===== config.mk =====
export PLATFORM = sky130hd
export DESIGN_NAME = partition_max_sum_dp_flat
export DESIGN_NICKNAME = d
export VERILOG_FILES = /design/src/hdl/pmsd_pkg.sv /design/src/hdl/pmsd_if.sv /design/src/hdl/pmsd_history.sv /design/src/hdl/pmsd_scan_unit.sv /design/src/hdl/pmsd_ctrl.sv /design/src/hdl/partition_max_sum_dp.sv /design/src/flat_wrapper.sv
export SDC_FILE = /design/constraint.sdc
export NUM_CORES = 1
export LEC_CHECK = 0
export BUFFER_PORTS_ARGS = -buffer_cell sky130_fd_sc_hd__buf_4
export CAP_MARGIN = 20
export CORE_ASPECT_RATIO = 1.4
export CORE_MARGIN = 5
export CORE_UTILIZATION = 30
export CTS_CLUSTER_DIAMETER = 100
export CTS_CLUSTER_SIZE = 40
export DETAILED_ROUTE_END_ITERATION = 8
export PLACE_DENSITY = 0.45
export SLEW_MARGIN = 20
export SYNTH_ARGS = -nofsm -noshare
export SYNTH_HDL_FRONTEND = slang
export SYNTH_SLANG_ARGS = --single-unit

===== constraint.sdc =====
create_clock -name clock -period 44.9 [get_ports clock]
set_input_delay 13.47 -clock clock [delete_from_list [all_inputs] [get_ports clock]]
set_output_delay 13.47 -clock clock [all_outputs]
set_load 0.02 [all_outputs]

===== src/hdl/pmsd_pkg.sv =====
// Package for the partition max-sum block: sizes, the sequencer state type,
// the scan control struct and the window limit clamp.
// No dependencies; every other file imports it.
package pmsd_pkg;

   // Longest segment the block can score; the history depth
   localparam int MAX_K    = 16;
   localparam int DATA_W   = 16;
   localparam int SUM_W    = 40;
   localparam int WL_W     = 5;
   localparam int CNT_W    = $clog2(MAX_K + 1);
   localparam int IDX_W    = (MAX_K > 1) ? $clog2(MAX_K) : 1;
   localparam int PROD_W   = DATA_W + CNT_W;
   localparam int CMP_W    = (CNT_W > WL_W) ? CNT_W : WL_W;

   localparam logic [WL_W-1:0] WL_RESET = WL_W'(1);

   typedef enum logic [1:0] {
      ST_IDLE,
      ST_SCAN,
      ST_DRAIN,
      ST_DONE
   } ctrl_state_type;

   // One scan step handed from the sequencer to the shared unit
   typedef struct packed {
      logic             clear;     // new transaction: reset running max and best
      logic             issue;     // a segment length enters the unit
      logic [CNT_W-1:0] seg_len;   // segment length of this step
      logic             sum_zero;  // prefix before the segment is empty
   } scan_ctrl_type;

   // Clamp the configured window to 1..MAX_K and to the elements seen
   function automatic logic [CNT_W-1:0] clamp_limit(input logic [WL_W-1:0] wl,
                                                    input logic [CNT_W-1:0] cnt);
      logic [CMP_W-1:0] w;
      logic [CMP_W-1:0] c;
      w = CMP_W'(wl);
      c = CMP_W'(cnt);
      if (w == '0) begin
         w = CMP_W'(1);
      end
      if (w > CMP_W'(MAX_K)) begin
         w = CMP_W'(MAX_K);
      end
      if (w > c) begin
         w = c;
      end
      return CNT_W'(w);
   endfunction

endpackage


===== src/hdl/pmsd_if.sv =====
// Channel interfaces of the partition max-sum block: element input,
// result output and window limit write port. Uses pmsd_pkg for widths.
interface pmsd_req_if import pmsd_pkg::*; ();
   logic              valid;
   logic              ready;
   logic [DATA_W-1:0] value;
   logic              start_req;

   modport source (output valid, output value, output start_req, input ready);
   modport sink   (input valid, input value, input start_req, output ready);
endinterface

interface pmsd_rsp_if import pmsd_pkg::*; ();
   logic             valid;
   logic             ready;
   logic [SUM_W-1:0] best_sum;

   modport source (output valid, output best_sum, input ready);
   modport sink   (input valid, input best_sum, output ready);
endinterface

interface pmsd_csr_if import pmsd_pkg::*; ();
   logic            valid;
   logic            ready;
   logic [WL_W-1:0] window_limit;

   modport source (output valid, output window_limit, input ready);
   modport sink   (input valid, input window_limit, output ready);
endinterface


===== src/hdl/pmsd_history.sv =====
// Value and best-sum history lines of the partition max-sum block, newest
// first, with one selected read port each. Uses pmsd_pkg.
module pmsd_history import pmsd_pkg::*; (
   input  logic              clock,
   input  logic              push_value,
   input  logic [DATA_W-1:0] value_in,
   input  logic              push_sum,
   input  logic [SUM_W-1:0]  sum_in,
   input  logic [IDX_W-1:0]  rd_idx,
   output logic [DATA_W-1:0] value_rd,
   output logic [SUM_W-1:0]  sum_rd
);

   logic [DATA_W-1:0] value_hist_ff [MAX_K];
   logic [SUM_W-1:0]  sum_hist_ff   [MAX_K];

   // Shift a new value in at the head, drop the oldest
   always_ff @(posedge clock) begin
      if (push_value) begin
         value_hist_ff[0] <= value_in;
         for (int k = 1; k < MAX_K; k++) begin
            value_hist_ff[k] <= value_hist_ff[k-1];
         end
      end
   end

   // Shift a new best prefix sum in at the head
   always_ff @(posedge clock) begin
      if (push_sum) begin
         sum_hist_ff[0] <= sum_in;
         for (int k = 1; k < MAX_K; k++) begin
            sum_hist_ff[k] <= sum_hist_ff[k-1];
         end
      end
   end

   assign value_rd = value_hist_ff[rd_idx];
   assign sum_rd   = sum_hist_ff[rd_idx];

endmodule


===== src/hdl/pmsd_scan_unit.sv =====
// Shared scoring unit: running maximum, segment product, saturating add and
// best-so-far compare, one segment length per cycle. Uses pmsd_pkg.
module pmsd_scan_unit import pmsd_pkg::*; (
   input  logic              clock,
   input  logic              reset,
   input  scan_ctrl_type     scan,
   input  logic [DATA_W-1:0] value_rd,
   input  logic [SUM_W-1:0]  sum_rd,
   output logic [SUM_W-1:0]  best
);

   logic              a_valid_ff, a_valid_in;
   logic [DATA_W-1:0] run_max_ff, run_max_in;
   logic [SUM_W-1:0]  sum_a_ff, sum_a_in;
   logic [CNT_W-1:0]  mult_j_ff, mult_j_in;
   logic [SUM_W-1:0]  best_ff, best_in;
   logic [PROD_W-1:0] prod;
   logic [SUM_W:0]    raw_sum;
   logic [SUM_W-1:0]  cand;

   // First step: fold the new value into the running max, pick the prefix sum
   always_comb begin
      a_valid_in = scan.issue;
      run_max_in = run_max_ff;
      sum_a_in   = sum_a_ff;
      mult_j_in  = mult_j_ff;
      if (scan.clear) begin
         a_valid_in = 1'b0;
         run_max_in = '0;
      end else if (scan.issue) begin
         run_max_in = (value_rd > run_max_ff) ? value_rd : run_max_ff;
         sum_a_in   = scan.sum_zero ? '0 : sum_rd;
         mult_j_in  = scan.seg_len;
      end
   end

   // Second step: score the segment, saturate, keep the best
   always_comb begin
      prod    = PROD_W'(run_max_ff) * PROD_W'(mult_j_ff);
      raw_sum = {1'b0, sum_a_ff} + (SUM_W + 1)'(prod);
      cand    = raw_sum[SUM_W] ? '1 : raw_sum[SUM_W-1:0];
      best_in = best_ff;
      if (scan.clear) begin
         best_in = '0;
      end else if (a_valid_ff && (cand > best_ff)) begin
         best_in = cand;
      end
   end

   always_ff @(posedge clock) begin
      if (reset) begin
         a_valid_ff <= 1'b0;
      end else begin
         a_valid_ff <= a_valid_in;
      end
   end

   always_ff @(posedge clock) begin
      run_max_ff <= run_max_in;
      sum_a_ff   <= sum_a_in;
      mult_j_ff  <= mult_j_in;
      best_ff    <= best_in;
   end

   assign best = best_ff;

endmodule


===== src/hdl/pmsd_ctrl.sv =====
// Sequencer of the partition max-sum block: takes a transaction, steps the
// segment length through the scan unit, then hands the result on. Uses pmsd_pkg.
module pmsd_ctrl import pmsd_pkg::*; (
   input  logic             clock,
   input  logic             reset,
   input  logic             req_valid,
   input  logic             req_start,
   input  logic [WL_W-1:0]  window_limit,
   input  logic             rsp_free,
   output logic             req_ready,
   output logic             push_value,
   output logic             push_sum,
   output logic [IDX_W-1:0] rd_idx,
   output scan_ctrl_type    scan
);

   ctrl_state_type   state_ff, state_in;
   logic [CNT_W-1:0] count_ff, count_in;
   logic [CNT_W-1:0] prev_cnt_ff, prev_cnt_in;
   logic [CNT_W-1:0] lim_ff, lim_in;
   logic [CNT_W-1:0] j_ff, j_in;
   logic [CNT_W-1:0] prev_cnt;
   logic [CNT_W-1:0] new_cnt;
   logic             accept;

   assign accept   = (state_ff == ST_IDLE) && req_valid;
   // A start flag drops the element count of the previous array
   assign prev_cnt = req_start ? '0 : count_ff;
   assign new_cnt  = (prev_cnt < CNT_W'(MAX_K)) ? prev_cnt + CNT_W'(1) : CNT_W'(MAX_K);

   // Next state
   always_comb begin
      state_in = state_ff;
      case (state_ff)
         ST_IDLE: begin
            if (req_valid) begin
               state_in = ST_SCAN;
            end
         end
         ST_SCAN: begin
            if (j_ff == lim_ff) begin
               state_in = ST_DRAIN;
            end
         end
         ST_DRAIN: begin
            state_in = ST_DONE;
         end
         ST_DONE: begin
            if (rsp_free) begin
               state_in = ST_IDLE;
            end
         end
         default: begin
            state_in = ST_IDLE;
         end
      endcase
   end

   // Outputs
   always_comb begin
      req_ready     = 1'b0;
      push_value    = 1'b0;
      push_sum      = 1'b0;
      scan.clear    = 1'b0;
      scan.issue    = 1'b0;
      scan.seg_len  = j_ff;
      scan.sum_zero = (j_ff > prev_cnt_ff);
      case (state_ff)
         ST_IDLE: begin
            req_ready  = 1'b1;
            push_value = req_valid;
            scan.clear = req_valid;
         end
         ST_SCAN: begin
            scan.issue = 1'b1;
         end
         ST_DRAIN: begin
         end
         ST_DONE: begin
            push_sum = rsp_free;
         end
         default: begin
         end
      endcase
   end

   assign rd_idx = IDX_W'(j_ff - CNT_W'(1));

   // Counters: element count, scan limit and segment length
   always_comb begin
      count_in    = count_ff;
      prev_cnt_in = prev_cnt_ff;
      lim_in      = lim_ff;
      j_in        = j_ff;
      if (accept) begin
         count_in    = new_cnt;
         prev_cnt_in = prev_cnt;
         lim_in      = clamp_limit(window_limit, new_cnt);
         j_in        = CNT_W'(1);
      end else if (state_ff == ST_SCAN) begin
         j_in = j_ff + CNT_W'(1);
      end
   end

   always_ff @(posedge clock) begin
      if (reset) begin
         state_ff    <= ST_IDLE;
         count_ff    <= '0;
         prev_cnt_ff <= '0;
         lim_ff      <= CNT_W'(1);
         j_ff        <= CNT_W'(1);
      end else begin
         state_ff    <= state_in;
         count_ff    <= count_in;
         prev_cnt_ff <= prev_cnt_in;
         lim_ff      <= lim_in;
         j_ff        <= j_in;
      end
   end

endmodule


===== src/hdl/partition_max_sum_dp.sv =====
// Partition max-sum block, top level: window limit register, result
// register and the sequencer, history and scan unit. Uses pmsd_pkg, pmsd_if.
//
// Usage:
//   req_chan carries one array element (value) and start_req, which marks the
//   first element of a new array. rsp_chan returns, per element, best_sum: the
//   best partition score of the array prefix up to that element, saturating
//   at 2^40-1. The value for the last element is the answer for the array.
//   csr_chan (always ready) writes window_limit: largest segment length, 0 acts
//   as 1, above MAX_K as MAX_K. The user writes it while idle, unenforced.
// Sequence:
//   With L = min(window_limit, elements seen, MAX_K), the scan unit scores
//   segment lengths 1 to L, one segment length per cycle over two register
//   steps; the sequencer then drains the unit and, once rsp_chan is free,
//   stores the result. A new element is taken only after that, back in idle.
// Reset and stall:
//   Reset empties the result register, sets window_limit to 1 and returns the
//   sequencer to idle. The next element is accepted while a result still
//   waits on rsp_chan; its own result then waits until rsp_chan is taken.
module partition_max_sum_dp import pmsd_pkg::*; (
   input  logic        clock,
   input  logic        reset,
   pmsd_req_if.sink    req_chan,
   pmsd_rsp_if.source  rsp_chan,
   pmsd_csr_if.sink    csr_chan
);

   logic [WL_W-1:0]   window_limit_ff, window_limit_in;
   logic              rsp_valid_ff, rsp_valid_in;
   logic [SUM_W-1:0]  rsp_data_ff, rsp_data_in;
   logic              rsp_free;
   logic              push_value;
   logic              push_sum;
   logic [IDX_W-1:0]  rd_idx;
   logic [DATA_W-1:0] value_rd;
   logic [SUM_W-1:0]  sum_rd;
   logic [SUM_W-1:0]  best;
   scan_ctrl_type     scan;

   // Window limit register
   assign csr_chan.ready = 1'b1;
   assign window_limit_in = csr_chan.valid ? csr_chan.window_limit : window_limit_ff;

   // Result register: load when empty or being drained
   assign rsp_free = !rsp_valid_ff || rsp_chan.ready;
   always_comb begin
      rsp_valid_in = rsp_valid_ff;
      rsp_data_in  = rsp_data_ff;
      if (push_sum) begin
         rsp_valid_in = 1'b1;
         rsp_data_in  = best;
      end else if (rsp_chan.ready) begin
         rsp_valid_in = 1'b0;
      end
   end

   always_ff @(posedge clock) begin
      if (reset) begin
         window_limit_ff <= WL_RESET;
         rsp_valid_ff    <= 1'b0;
      end else begin
         window_limit_ff <= window_limit_in;
         rsp_valid_ff    <= rsp_valid_in;
      end
   end

   always_ff @(posedge clock) begin
      rsp_data_ff <= rsp_data_in;
   end

   assign rsp_chan.valid    = rsp_valid_ff;
   assign rsp_chan.best_sum = rsp_data_ff;

   pmsd_ctrl u_ctrl (
      .clock        (clock),
      .reset        (reset),
      .req_valid    (req_chan.valid),
      .req_start    (req_chan.start_req),
      .window_limit (window_limit_ff),
      .rsp_free     (rsp_free),
      .req_ready    (req_chan.ready),
      .push_value   (push_value),
      .push_sum     (push_sum),
      .rd_idx       (rd_idx),
      .scan         (scan)
   );

   pmsd_history u_history (
      .clock      (clock),
      .push_value (push_value),
      .value_in   (req_chan.value),
      .push_sum   (push_sum),
      .sum_in     (best),
      .rd_idx     (rd_idx),
      .value_rd   (value_rd),
      .sum_rd     (sum_rd)
   );

   pmsd_scan_unit u_scan (
      .clock    (clock),
      .reset    (reset),
      .scan     (scan),
      .value_rd (value_rd),
      .sum_rd   (sum_rd),
      .best     (best)
   );

endmodule

===== src/flat_wrapper.sv =====
// flat-port wrapper written by rule: the top's interface ports become plain ports
module partition_max_sum_dp_flat import pmsd_pkg::*;
  (clock, reset, req_chan_valid, req_chan_value, req_chan_start_req, req_chan_ready, rsp_chan_valid, rsp_chan_best_sum, rsp_chan_ready, csr_chan_valid, csr_chan_window_limit, csr_chan_ready);
  pmsd_req_if req_chan_i ();
  pmsd_rsp_if rsp_chan_i ();
  pmsd_csr_if csr_chan_i ();
  input  logic clock;
  input  logic reset;
  input wire logic [$bits(req_chan_i.valid)-1:0] req_chan_valid;
  input wire logic [$bits(req_chan_i.value)-1:0] req_chan_value;
  input wire logic [$bits(req_chan_i.start_req)-1:0] req_chan_start_req;
  output wire logic [$bits(req_chan_i.ready)-1:0] req_chan_ready;
  output wire logic [$bits(rsp_chan_i.valid)-1:0] rsp_chan_valid;
  output wire logic [$bits(rsp_chan_i.best_sum)-1:0] rsp_chan_best_sum;
  input wire logic [$bits(rsp_chan_i.ready)-1:0] rsp_chan_ready;
  input wire logic [$bits(csr_chan_i.valid)-1:0] csr_chan_valid;
  input wire logic [$bits(csr_chan_i.window_limit)-1:0] csr_chan_window_limit;
  output wire logic [$bits(csr_chan_i.ready)-1:0] csr_chan_ready;
  assign req_chan_i.valid = req_chan_valid;
  assign req_chan_i.value = req_chan_value;
  assign req_chan_i.start_req = req_chan_start_req;
  assign req_chan_ready = req_chan_i.ready;
  assign rsp_chan_valid = rsp_chan_i.valid;
  assign rsp_chan_best_sum = rsp_chan_i.best_sum;
  assign rsp_chan_i.ready = rsp_chan_ready;
  assign csr_chan_i.valid = csr_chan_valid;
  assign csr_chan_i.window_limit = csr_chan_window_limit;
  assign csr_chan_ready = csr_chan_i.ready;
  partition_max_sum_dp u_core (.clock(clock), .reset(reset), .req_chan(req_chan_i), .rsp_chan(rsp_chan_i), .csr_chan(csr_chan_i));
endmodule

* Yosys cells after proc, flatten, opt, wreduce, memory -nomap -nowiden
Memory sizes are Yosys's and may differ from the RTL's. A register that Yosys moved wholly into a read port is not among the register bits.
Cells that the tools add are included.
** Storage, ports and cells
- Memories :: 2
- Memory bits (writable) :: 896
- Register bits :: 130
- Input port bits :: 27
- Word-level logic and storage cells :: 67
** Memories
- u_core.u_history.sum_hist_ff :: words 16, bits a word 40, read ports 16, clocked after Yosys merged registers in 1, wr ports 16, RTL line pmsd_history.sv:15 : logic [SUM_W-1:0] sum_hist_ff [MAX_K];
- u_core.u_history.value_hist_ff :: words 16, bits a word 16, read ports 16, clocked after Yosys merged registers in 0, wr ports 16, RTL line pmsd_history.sv:14 : logic [DATA_W-1:0] value_hist_ff [MAX_K];
** Operators by class
- Magnitude comparators :: 6
- $mul :: 1
- Bitwise gates (word level) :: 1
- Muxes and demuxes :: 22
- Reduce and logical (&&, ||, !) cells :: 12
- Equality and inequality tests :: 7
- Add/sub/neg operators :: 4
** Operators by type and width (number)
- $add 40x21->41 :: 1
- $gt 40x40->1 :: 1
- $mux 40 :: 1
- $mux 5 :: 7
- $mul 16x5->21 :: 1
- $gt 16x16->1 :: 1
- $add 5x1->5 const B :: 2
- $gt 5x5->1 :: 2
- $mux 1 :: 10
- $pmux 2 s4 :: 1
- $mux 2 :: 3
- $ne 2x2->1 const B :: 3
- $eq 5x5->1 :: 1
- $gt 5x5->1 const B :: 1
- $logic_not 5->1 :: 1
- $lt 5x5->1 const B :: 1
- $eq 2x2->1 const B :: 2
- $reduce_and 2->1 :: 2
- $reduce_or 2->1 :: 2
- $sub 4x1->4 const B :: 1
- $reduce_and 3->1 :: 1
- $eq 2x1->1 const B :: 1
- $logic_and 1x1->1 :: 2
- $logic_not 2->1 :: 1
- other kinds (4) :: 4

* Depth between registers and ports, before layout
Gate-level depths: netlist (run 1).
- Word-level depth :: 8
- Gate-level depth with buffers :: 29
- Gate-level depth less buffers :: 25

* Modules after synthesis
From an unflattened synthesis (run 1), not the netlist that was laid out.
** Second synthesis, totals
- Cell total of the unflattened synthesis :: 2514
- Area total of the unflattened synthesis :: 44900.6 um^2
** Modules (own cells, without submodules)
- pmsd_history :: seq. area each 26905.8 um^2, cells each 1366, instances 1, area each 33447.1 um^2
- pmsd_scan_unit :: seq. area each 2492.4 um^2, cells each 907, instances 1, area each 8564.5 um^2
- pmsd_ctrl :: seq. area each 440.4 um^2, cells each 179, instances 1, area each 1457.6 um^2
- partition_max_sum_dp :: seq. area each 1321.3 um^2, cells each 62, instances 1, area each 1431.4 um^2

* Worst setup path after synthesis (run 1)
OpenSTA, ideal clock, no wires.
- Path type :: input to register
- Start point :: in rsp_chan_ready
- End point :: mem u_core.u_history.sum_hist_ff[0][0], enable pin
- Setup slack :: 1.467 ns
- Cell stages on the path :: 2
- Library setup time :: 1.738 ns
- Path buffers :: 0
- Arrival :: 41.696 ns
- Cells stage by stage :: nor2b_1 > nor2b_1
** RTL lines
- start: declaration :: RTL line flat_wrapper.sv:15 : input wire logic [$bits(rsp_chan_i.ready)-1:0] rsp_chan_ready;
- end: declaration :: RTL line pmsd_history.sv:15

==> impl_results.md, run 1 <==
* Crit path time final at 16,600 ps
* Top cells by count, synth: edfxtp_1 (941), mux4_2 (240), inv_1 (159), ha_1 (104), nand2_1 (101)
* Max FO, Critical Path at 91
* Remaining antenna violation count after routing at 0
* Critical path type: in -> reg
* Num CTS Buffers at 35
* First-pass DRT Iterations at 5
* CTS root buffer: clkbuf_16
* Rel. slew slack at 0.1381
* Pleak at 0.01594 uW
* Core region area at 146,200 sq um
* Tcrit/Tclk final at 0.3697
* Final HPWL DP at 54.16 mm
* Ys async rst share at 0
* Fmax at 0.06024 GHz
* Largest net degree at the start of global routing at 203
* Clock Tree Buf Depth at 3
* Layout area overhead at 8.992%
* Setup repair bufs after CTS at 0
* Sum Neg Setup Slack at 0 ps
* Final setup vio count at 0
* Initial antenna violation count at 2
* Syn nets at 2,704
* Final GP Congestion at 0.7711
* Distinct cells, synth at 64
* Crit start category: primary input
* Initial core utilization at 0.3015
* GR Overflow Total at 0
* Hold Crit Class: reg -> reg
* Top cells by area, synth: edfxtp_1 (64%), mux4_2 (12%), dfxtp_1 (3.9%)
* Max Clock Skew at 42.56 ps
* Cell with the most instances after synthesis: edfxtp_1
* Chip Height at 463.6 microns
* Worst slew pin tran at 1293 ps
* Synth top area share at 0.6410
* Slew Viols, Final at 0
* Hold Vio Cnt, Final at 0
* Critical Path RT at 45,150 ps
* # nets final at 2,708
* Setup slack, reg-to-reg at 36,680 ps
* PortBufs at 68
* Max-cap violations at 0
* Chip width at 334.0 microns
* TritonCTS clock tree: built
* DRC at 0
* Crit path DAT at 16,850 ps
* Max IR drop VDD at 0.00005524 V
* Worst Hold Depth at 0
* Outcome: completed
* Unrepaired setup endpoints after global routing: no
* Post-synth top flop: edfxtp_1
* First-pass GRT wire length at 137.6 mm
* Final hold slack at 429.2 ps
* R2r startpoint: u_core.u_scan.mult_j_ff[4]
* Vias/cell at 4.799
* Multi-input logic area at 13,040 sq um
* Hold Crit Endpoint: u_core.u_history.value_hist_ff[2][14]
* Cts repair resizes at 0
* EDFF count, synth at 941
* Clk slew on worst S/H paths at 140 ps
* Violation count after the first detailed-route iteration at 1,526
* Synthesized instance count at 2,512
* Fillers at 14,020
* # rows at 166
* Final WL at 88.29 mm
* Yosys Warn Count at 0
* Total track usage at 0.1110
* Hold Crit Start: u_core.u_history.value_hist_ff[1][14]
* Post-Syn Area at 44,080 sq um
* Seq/Total Area, Yosys at 0.6796
* Routed len/inst at 19.73 microns
* H-tree depth at 2
* Number of synthesized register bits at 1,026
* Hold Buf Count CTS at 0
* Pwr per Cell Area at 61.72 nW/um^2
* Syn Area/Cell at 17.55 sq um
* R2r endpoint: u_core.u_scan.best[4]
* Share of cells above drive strength 1 at 0.1696
* R2r worst-path depth at 25
* IO Pins at 70
* Crit path capture type: register
* Clk sinks at 1,026
* Number of global-route vias before repair at 22,800
* Via count at 21,470
* Diodes inserted at 0
* Sequential cell area at 29,960 sq um
* Dominant cell type by area after synthesis: edfxtp_1
* Worst-Skew Late Latency at 640 ps
* Die area at 154,800 sq um
-- through the flow --
stage	cell area, sq um	instances	setup slack (ps)	total power (uW)	utilization
after floorplan	44080	2512	1467	2299	-
after global placement	46790	4411	27260	2507	0.3200
after detailed placement	46790	4411	26960	2541	0.3200
after CTS	48030	4474	27720	3027	0.3285
after global routing	48050	4474	28140	3175	0.3286
final	48050	4474	28300	2966	0.3286
-- worst max-delay path by stage --
stage | startpoint | to | depth (start not counted)
global placement | rsp_chan_ready | u_core.u_history.sum_hist_ff[2][11] | 6
CTS | rsp_chan_ready | u_core.u_history.sum_hist_ff[10][11] | 6
floorplan | rsp_chan_ready | u_core.u_history.sum_hist_ff[0][0] | 2
global route | rsp_chan_ready | u_core.u_history.sum_hist_ff[15][11] | 6
detailed placement | rsp_chan_ready | u_core.u_history.sum_hist_ff[11][8] | 6
finish | rsp_chan_ready | u_core.u_history.sum_hist_ff[15][11] | 6
-- power by group --
group	switching [uW]	internal, uW
Combinational	628	468
Sequential	111	1290
Clock	296	176
-- kinds of logic after synthesis --
| kind of cell | count (synthesis) | share of synthesized area |
|---|---|---|
| fa+ha+maj | 165 | 0.05722 |
| mux | 293 | 0.1347 |
| other cells | 1 | 0.00008507 |
| simple gates | 404 | 0.04646 |
| compound gates | 295 | 0.04734 |
| buf+inv | 286 | 0.02620 |
| flops | 1026 | 0.6796 |
| xor+xnor | 42 | 0.008345 |
-- area by class of cell --
type / instances / area share
multi-input combinational: 1200 / 0.2715
timing repair buffer: 93 / 0.01607
inverter: 160 / 0.01266
tap: 1932 / 0.05031
clock buffer: 47 / 0.02026
sequential: 1026 / 0.6236
clock inverter: 16 / 0.005599
-- placed cells by master, fill, tap and decap left out, drive strengths merged, types with 6 or more instances in the layout --
master and n:
dfxtp 85, a311oi 17, and3 7, buf 93, a21o 8, nand3 28, o211ai 6, ha 104
nand2b 9, clkinv 10, xnor2 20, and2 74, a21oi 52, nor3 23, xor2 22, a31oi 22
nor2b 53, nand4 20, mux2i 50, a211oi 93, nor2 73, mux4 240, inv 162, o21a 8
clkbuf 47, fa 61, edfxtp 941, nand2 101, o21ai 56
-- per-layer routing --
| layer | vias up | track usage | part of all wire | wire [microns] |
|---|---|---|---|---|
| li1 | 9764 | - | - | - |
| met1 | 11370 | 0.1525 | 0.46 | 40650 |
| met2 | 273 | 0.1890 | 0.49 | 43450 |
| met3 | 68 | 0.01275 | 0.024 | 2159 |
| met4 | 0 | 0.02772 | 0.023 | 2027 |
| met5 | - | 0 | 0 | 0 |
-- registers in the layout (all words and copies together), names as in the netlist --
register	cells
u_core.u_ctrl.prev_cnt_ff	5
u_core.rsp_chan.valid	1
u_core.u_history.sum_hist_ff	640
u_core.u_history.value_hist_ff	256
u_core.u_ctrl.lim_ff	5
u_core.u_ctrl.count_ff	5
u_core.u_scan.best	40
u_core.u_scan.a_valid_ff	1
u_core.window_limit_ff	5
u_core.u_scan.run_max_ff	16
u_core.u_ctrl.j_ff	5
u_core.u_scan.mult_j_ff	5
u_core.u_ctrl.state_ff	2
u_core.u_scan.sum_a_ff	40
-- critical path, stage by stage --
cell and delay, ps:
buf_4 80, nor2b_1 80, nor2b_4 740, buf_4 870
buf_6 720, buf_6 710
(Power assumes the default switching activity.)
==> run 2, diff against run 1 <==
--- a/config.mk
+++ b/config.mk
@@ -5,6 +5,7 @@
 export SDC_FILE = /design/constraint.sdc
 export NUM_CORES = 1
 export LEC_CHECK = 0
+export ABC_AREA = 1
 export BUFFER_PORTS_ARGS = -buffer_cell sky130_fd_sc_hd__buf_4
 export CAP_MARGIN = 20
 export CORE_ASPECT_RATIO = 1.4
@@ -13,7 +14,7 @@
 export CTS_CLUSTER_DIAMETER = 100
 export CTS_CLUSTER_SIZE = 40
 export DETAILED_ROUTE_END_ITERATION = 8
-export PLACE_DENSITY = 0.45
+export PLACE_DENSITY = 0.43
 export SLEW_MARGIN = 20
 export SYNTH_ARGS = -nofsm -noshare
 export SYNTH_HDL_FRONTEND = slang
==> constraint.sdc (replaced) <==
create_clock -name clock -period 16.8 [get_ports clock]
set_input_delay 5.04 -clock clock [delete_from_list [all_inputs] [get_ports clock]]
set_output_delay 5.04 -clock clock [all_outputs]
set_load 0.02 [all_outputs]
==> run 2 against run 1 <==
Net effect:
- worst hold slack worse by 32 ps
- synthesized cell count up 54%
- utilization down 0.54 points
- via count rose by 31%
- largest power group is now combinational logic
==> impl_results.md, run 2 <==
* Critical Path RT at 17,100 ps (-28,050 ps)
* Clk slew on worst S/H paths at 150 ps (about the same)
* Synth top area share at 0.6130 (-0.02803)
* Clock Tree Buf Depth at 3 (unchanged)
* Multi-input logic area at 13,630 sq um (+4.5%)
* Sequential cell area at 29,960 sq um (unchanged)
* P_int at 5562 uW (+190%)
* Core region area at 153,100 sq um (+4.7%)
* Gate power share at 0.473 (+0.103)
* Post-synth top flop: edfxtp_1
* Flop pwr share at 0.395 (-0.076)
* Number of global-route vias before repair at 27,730 (+22%)
* H-tree depth at 2 (unchanged)
* Initial antenna violation count at 1 (-1)
* Total track usage at 0.1309 (+0.01989)
* CTS root buffer: clkbuf_16
* GR Overflow Total at 0 (unchanged)
* Hold Vio Cnt, Final at 0 (unchanged)
* Top cells by area, synth: edfxtp_1 (61%), nand2_1 (5.6%), dfxtp_1 (3.7%)
* First-pass DRT Iterations at 5 (unchanged)
* Sum Neg Setup Slack at 0 ps (unchanged)
* Hold Buf Count CTS at 0 (unchanged)
* Distinct cells, synth at 49 (-23%)
* Mux contribution to synthesized area at 0.02128 (-0.1135)
* R2r startpoint: u_core.u_scan.mult_j_ff[1]
* Post-Synth XOR/XNOR Area at 0.003773 (-0.004572)
* Post-Synth Simple-Gate Area at 0.1102 (+0.06371)
* Slew Viols, Final at 0 (unchanged)
* Top Family by Delay on Critical Path: buffers and inverters
* Dpl cell area at 48,250 sq um (+3.1%)
* Final HPWL DP at 64.90 mm (+20%)
* IO Pins at 70 (unchanged)
* DRC at 0 (unchanged)
* R2r worst-path depth at 31 (+24%)
* Dominant cell type by area after synthesis: edfxtp_1
* Initial core utilization at 0.3010 (-0.0004737)
* Cell with the most instances after synthesis: edfxtp_1
* Largest family of logic cells by synthesized area: simple AND/OR/NAND/NOR gates
* Commonest non-fill, non-tap cell in the layout: edfxtp_1
* Violation count after the first detailed-route iteration at 2,279 (+49%)
* Hold Crit Endpoint: u_core.u_history.sum_hist_ff[11][5]
* Hold Crit Start: u_core.u_history.sum_hist_ff[10][5]
* Routed len/inst at 18.80 microns (-4.7%)
* EDFF count, synth at 941 (unchanged)
* Share of cells above drive strength 1 at 0.05518 (-0.1144)
* Sw Ratio at 0.4367 (+0.08733)
* Final setup vio count at 0 (unchanged)
* Hold Crit Class: reg -> reg
* Max Clock Skew at 79.32 ps (+36.76 ps)
* Crit path time final at 7420 ps
* Crit path capture type: register
* Num CTS Buffers at 36 (+2.9%)
* Worst Hold Depth at 0 (unchanged)
* Largest net degree at the start of global routing at 168 (-17%)
* Seq/Total Area, Yosys at 0.6499 (-0.02972)
* Largest regs: u_core.u_history.sum_hist_ff: 640 flops, u_core.u_history.value_hist_ff: 256 flops
* Design area at 49,500 sq um (+3.0%)
* Final GP Congestion at 0.8076 (+4.7%)
* Critical path startpoint: rsp_chan_ready
* Fmax at 0.1348 GHz
* Commonest cells after routing, fill and taps aside: edfxtp_1 (941), nand2_1 (687), nor2_1 (420)
* Pleak at 0.01836 uW (+15%)
* PortBufs at 68 (unchanged)
* Syn Area/Cell at 11.90 sq um (-32%)
* Critical path type: in -> reg
* Max incr delay on CP at 900 ps (+30 ps)
* Pwr per Cell Area at 199.5 nW/um^2 (+220%)
* Via count at 28,060 (+31%)
* P_sw at 4312 uW (+320%)
* Worst-path cell chain: buf_4 -> inv_1 -> a21oi_4 -> buf_12 -> buf_12 -> buf_4
* Synthesized instance count at 3,875 (+54%)
* Crit path DAT at 7720 ps (-9130 ps)
* Fillers at 15,450 (+10%)
* Setup repair bufs after CTS at 0 (unchanged)
* Unrepaired setup endpoints after global routing: no
* Tcrit/Tclk final at 0.4416
* Chip width at 341.3 microns (+2.2%)
* Clk sinks at 1,026 (unchanged)
* Max reg flops at 640 (unchanged)
* CP max-delay cell: buf_4
* Rel. slew slack at 0.3095 (+0.1714)
* Synth Area in Adders at 0.05472 (-0.002502)
* Setup slack, reg-to-reg at 9790 ps (-26,890 ps)
* Max IR drop VDD at 0.0001492 V (+170%)
* R2r endpoint: u_core.u_scan.best[22]
* Clock Power Share at 0.132 (-0.027)
* Die area at 161,700 sq um (+4.5%)
* # nets final at 3,989 (+47%)
* TritonCTS clock tree: built
* Outcome: completed
* Post-Syn Area at 46,100 sq um (+4.6%)
* Yosys Warn Count at 0 (unchanged)
* Vias/cell at 4.836 (+0.77%)
* Top cells by count, synth: edfxtp_1 (941), nand2_1 (688), nor2_1 (420), inv_1 (357), o21ai_0 (201)
* Max FO, Critical Path at 150 (+65%)
* Remaining antenna violation count after routing at 0 (unchanged)
* First-pass GRT wire length at 169.1 mm (+23%)
* Worst slew pin tran at 1036 ps (-257.1 ps)
* Syn nets at 4,067 (+50%)
* Cts repair resizes at 0 (unchanged)
* Biggest register: u_core.u_history.sum_hist_ff
* Chip Height at 473.8 microns (+2.2%)
* Crit start category: primary input
* Compound-Gate Fraction of Synth Area at 0.1043 (+0.05699)
* Final WL at 109.1 mm (+24%)
* Worst-Skew Late Latency at 680 ps (+40 ps)
* Bufs and invs on worst path at 5 (+1)
* Layout area overhead at 7.380%
* # rows at 170 (+2.4%)
* Ys async rst share at 0 (unchanged)
* Number of synthesized register bits at 1,026 (unchanged)
* Max-cap violations at 0 (unchanged)
==> run 2: changes by cell type in the layout (fill, tap and decap cells not counted), sizes merged, moves of 85 or more <==
cell	previous run	this run
a211oi	93	1
a21oi	52	184
inv	162	362
mux4	240	0
nand2	101	705
nor2	73	423
o211ai	6	141
o21ai	56	204
o221ai	1	86
==> run 2: worst max path at each step <==
stage | endpoint | slack [ps] | cells after the start
final | u_core.u_history.sum_hist_ff[10][25] | 9380 | 6
after global routing | u_core.u_scan.best[22] | 9100 | 31
after floorplan | u_core.u_history.sum_hist_ff[0][0] | 500 | 2
after global placement | u_core.u_history.sum_hist_ff[15][27] | 8690 | 6
after detailed placement | u_core.u_history.sum_hist_ff[15][27] | 8640 | 6
after CTS | u_core.u_history.sum_hist_ff[15][31] | 9410 | 6
==> run 2: per-layer routing <==
metal	GRT usage	part of all wire	vias up	wire length [microns]
li1	-	-	13560	-
met1	0.1795	0.47	14070	50790
met2	0.2242	0.49	354	52930
met3	0.01325	0.026	87	2824
met4	0.03180	0.023	0	2534
met5	0	0	-	0
==> run 2: cell families after synthesis <==
logic type	Yosys count
simple gates	1251
flops	1026
compound gates	742
buf+inv	573
fa+ha+maj	165
mux	98
xor+xnor	19
other cells	1
==> run 2: power by group through the flow <==
stage	Sequential, uW	Combinational [uW]	Clock (uW)
floorplan	3910	3490	0
global placement	3960	4750	0
detailed placement	3970	4730	0
CTS	3920	4770	1370
global route	3970	5360	1440
finish	3900	4670	1300
==> run 2: per-stage QoR <==
stage | worst slack [ps] | instances | util | power (uW) | hold slack, ps
after global placement | 8689 | 5737 | 0.3150 | 8708 | 417.8
after detailed placement | 8643 | 5737 | 0.3150 | 8700 | 415.8
after global routing | 9100 | 5803 | 0.3232 | 10770 | 415.6
after floorplan | 497.4 | 3875 | - | 7405 | 408.2
after CTS | 9412 | 5802 | 0.3232 | 10060 | 406.0
final | 9381 | 5803 | 0.3232 | 9874 | 397.5
==> run 2: final cells by class <==
class / count / share of cell area
Sequential cell: 1026 / 0.6053
Clock buffer: 46 / 0.01939
Timing Repair Buffer: 97 / 0.01648
Antenna cell: 1 / 0.00005055
Multi-Input combinational cell: 2276 / 0.2753
Clock inverter: 19 / 0.005738
Tap cell: 1978 / 0.05000
Inverter: 360 / 0.02770
==> run 2: worst register-to-register path: cells and delay by family, from the launching register on <==
family | cells | cell delay, ps
buffers and inverters | 6 | 810
AND/OR/NAND/NOR | 20 | 3050
adder cells (fa/ha/maj) | 5 | 2250
flip-flops | 1 | 810
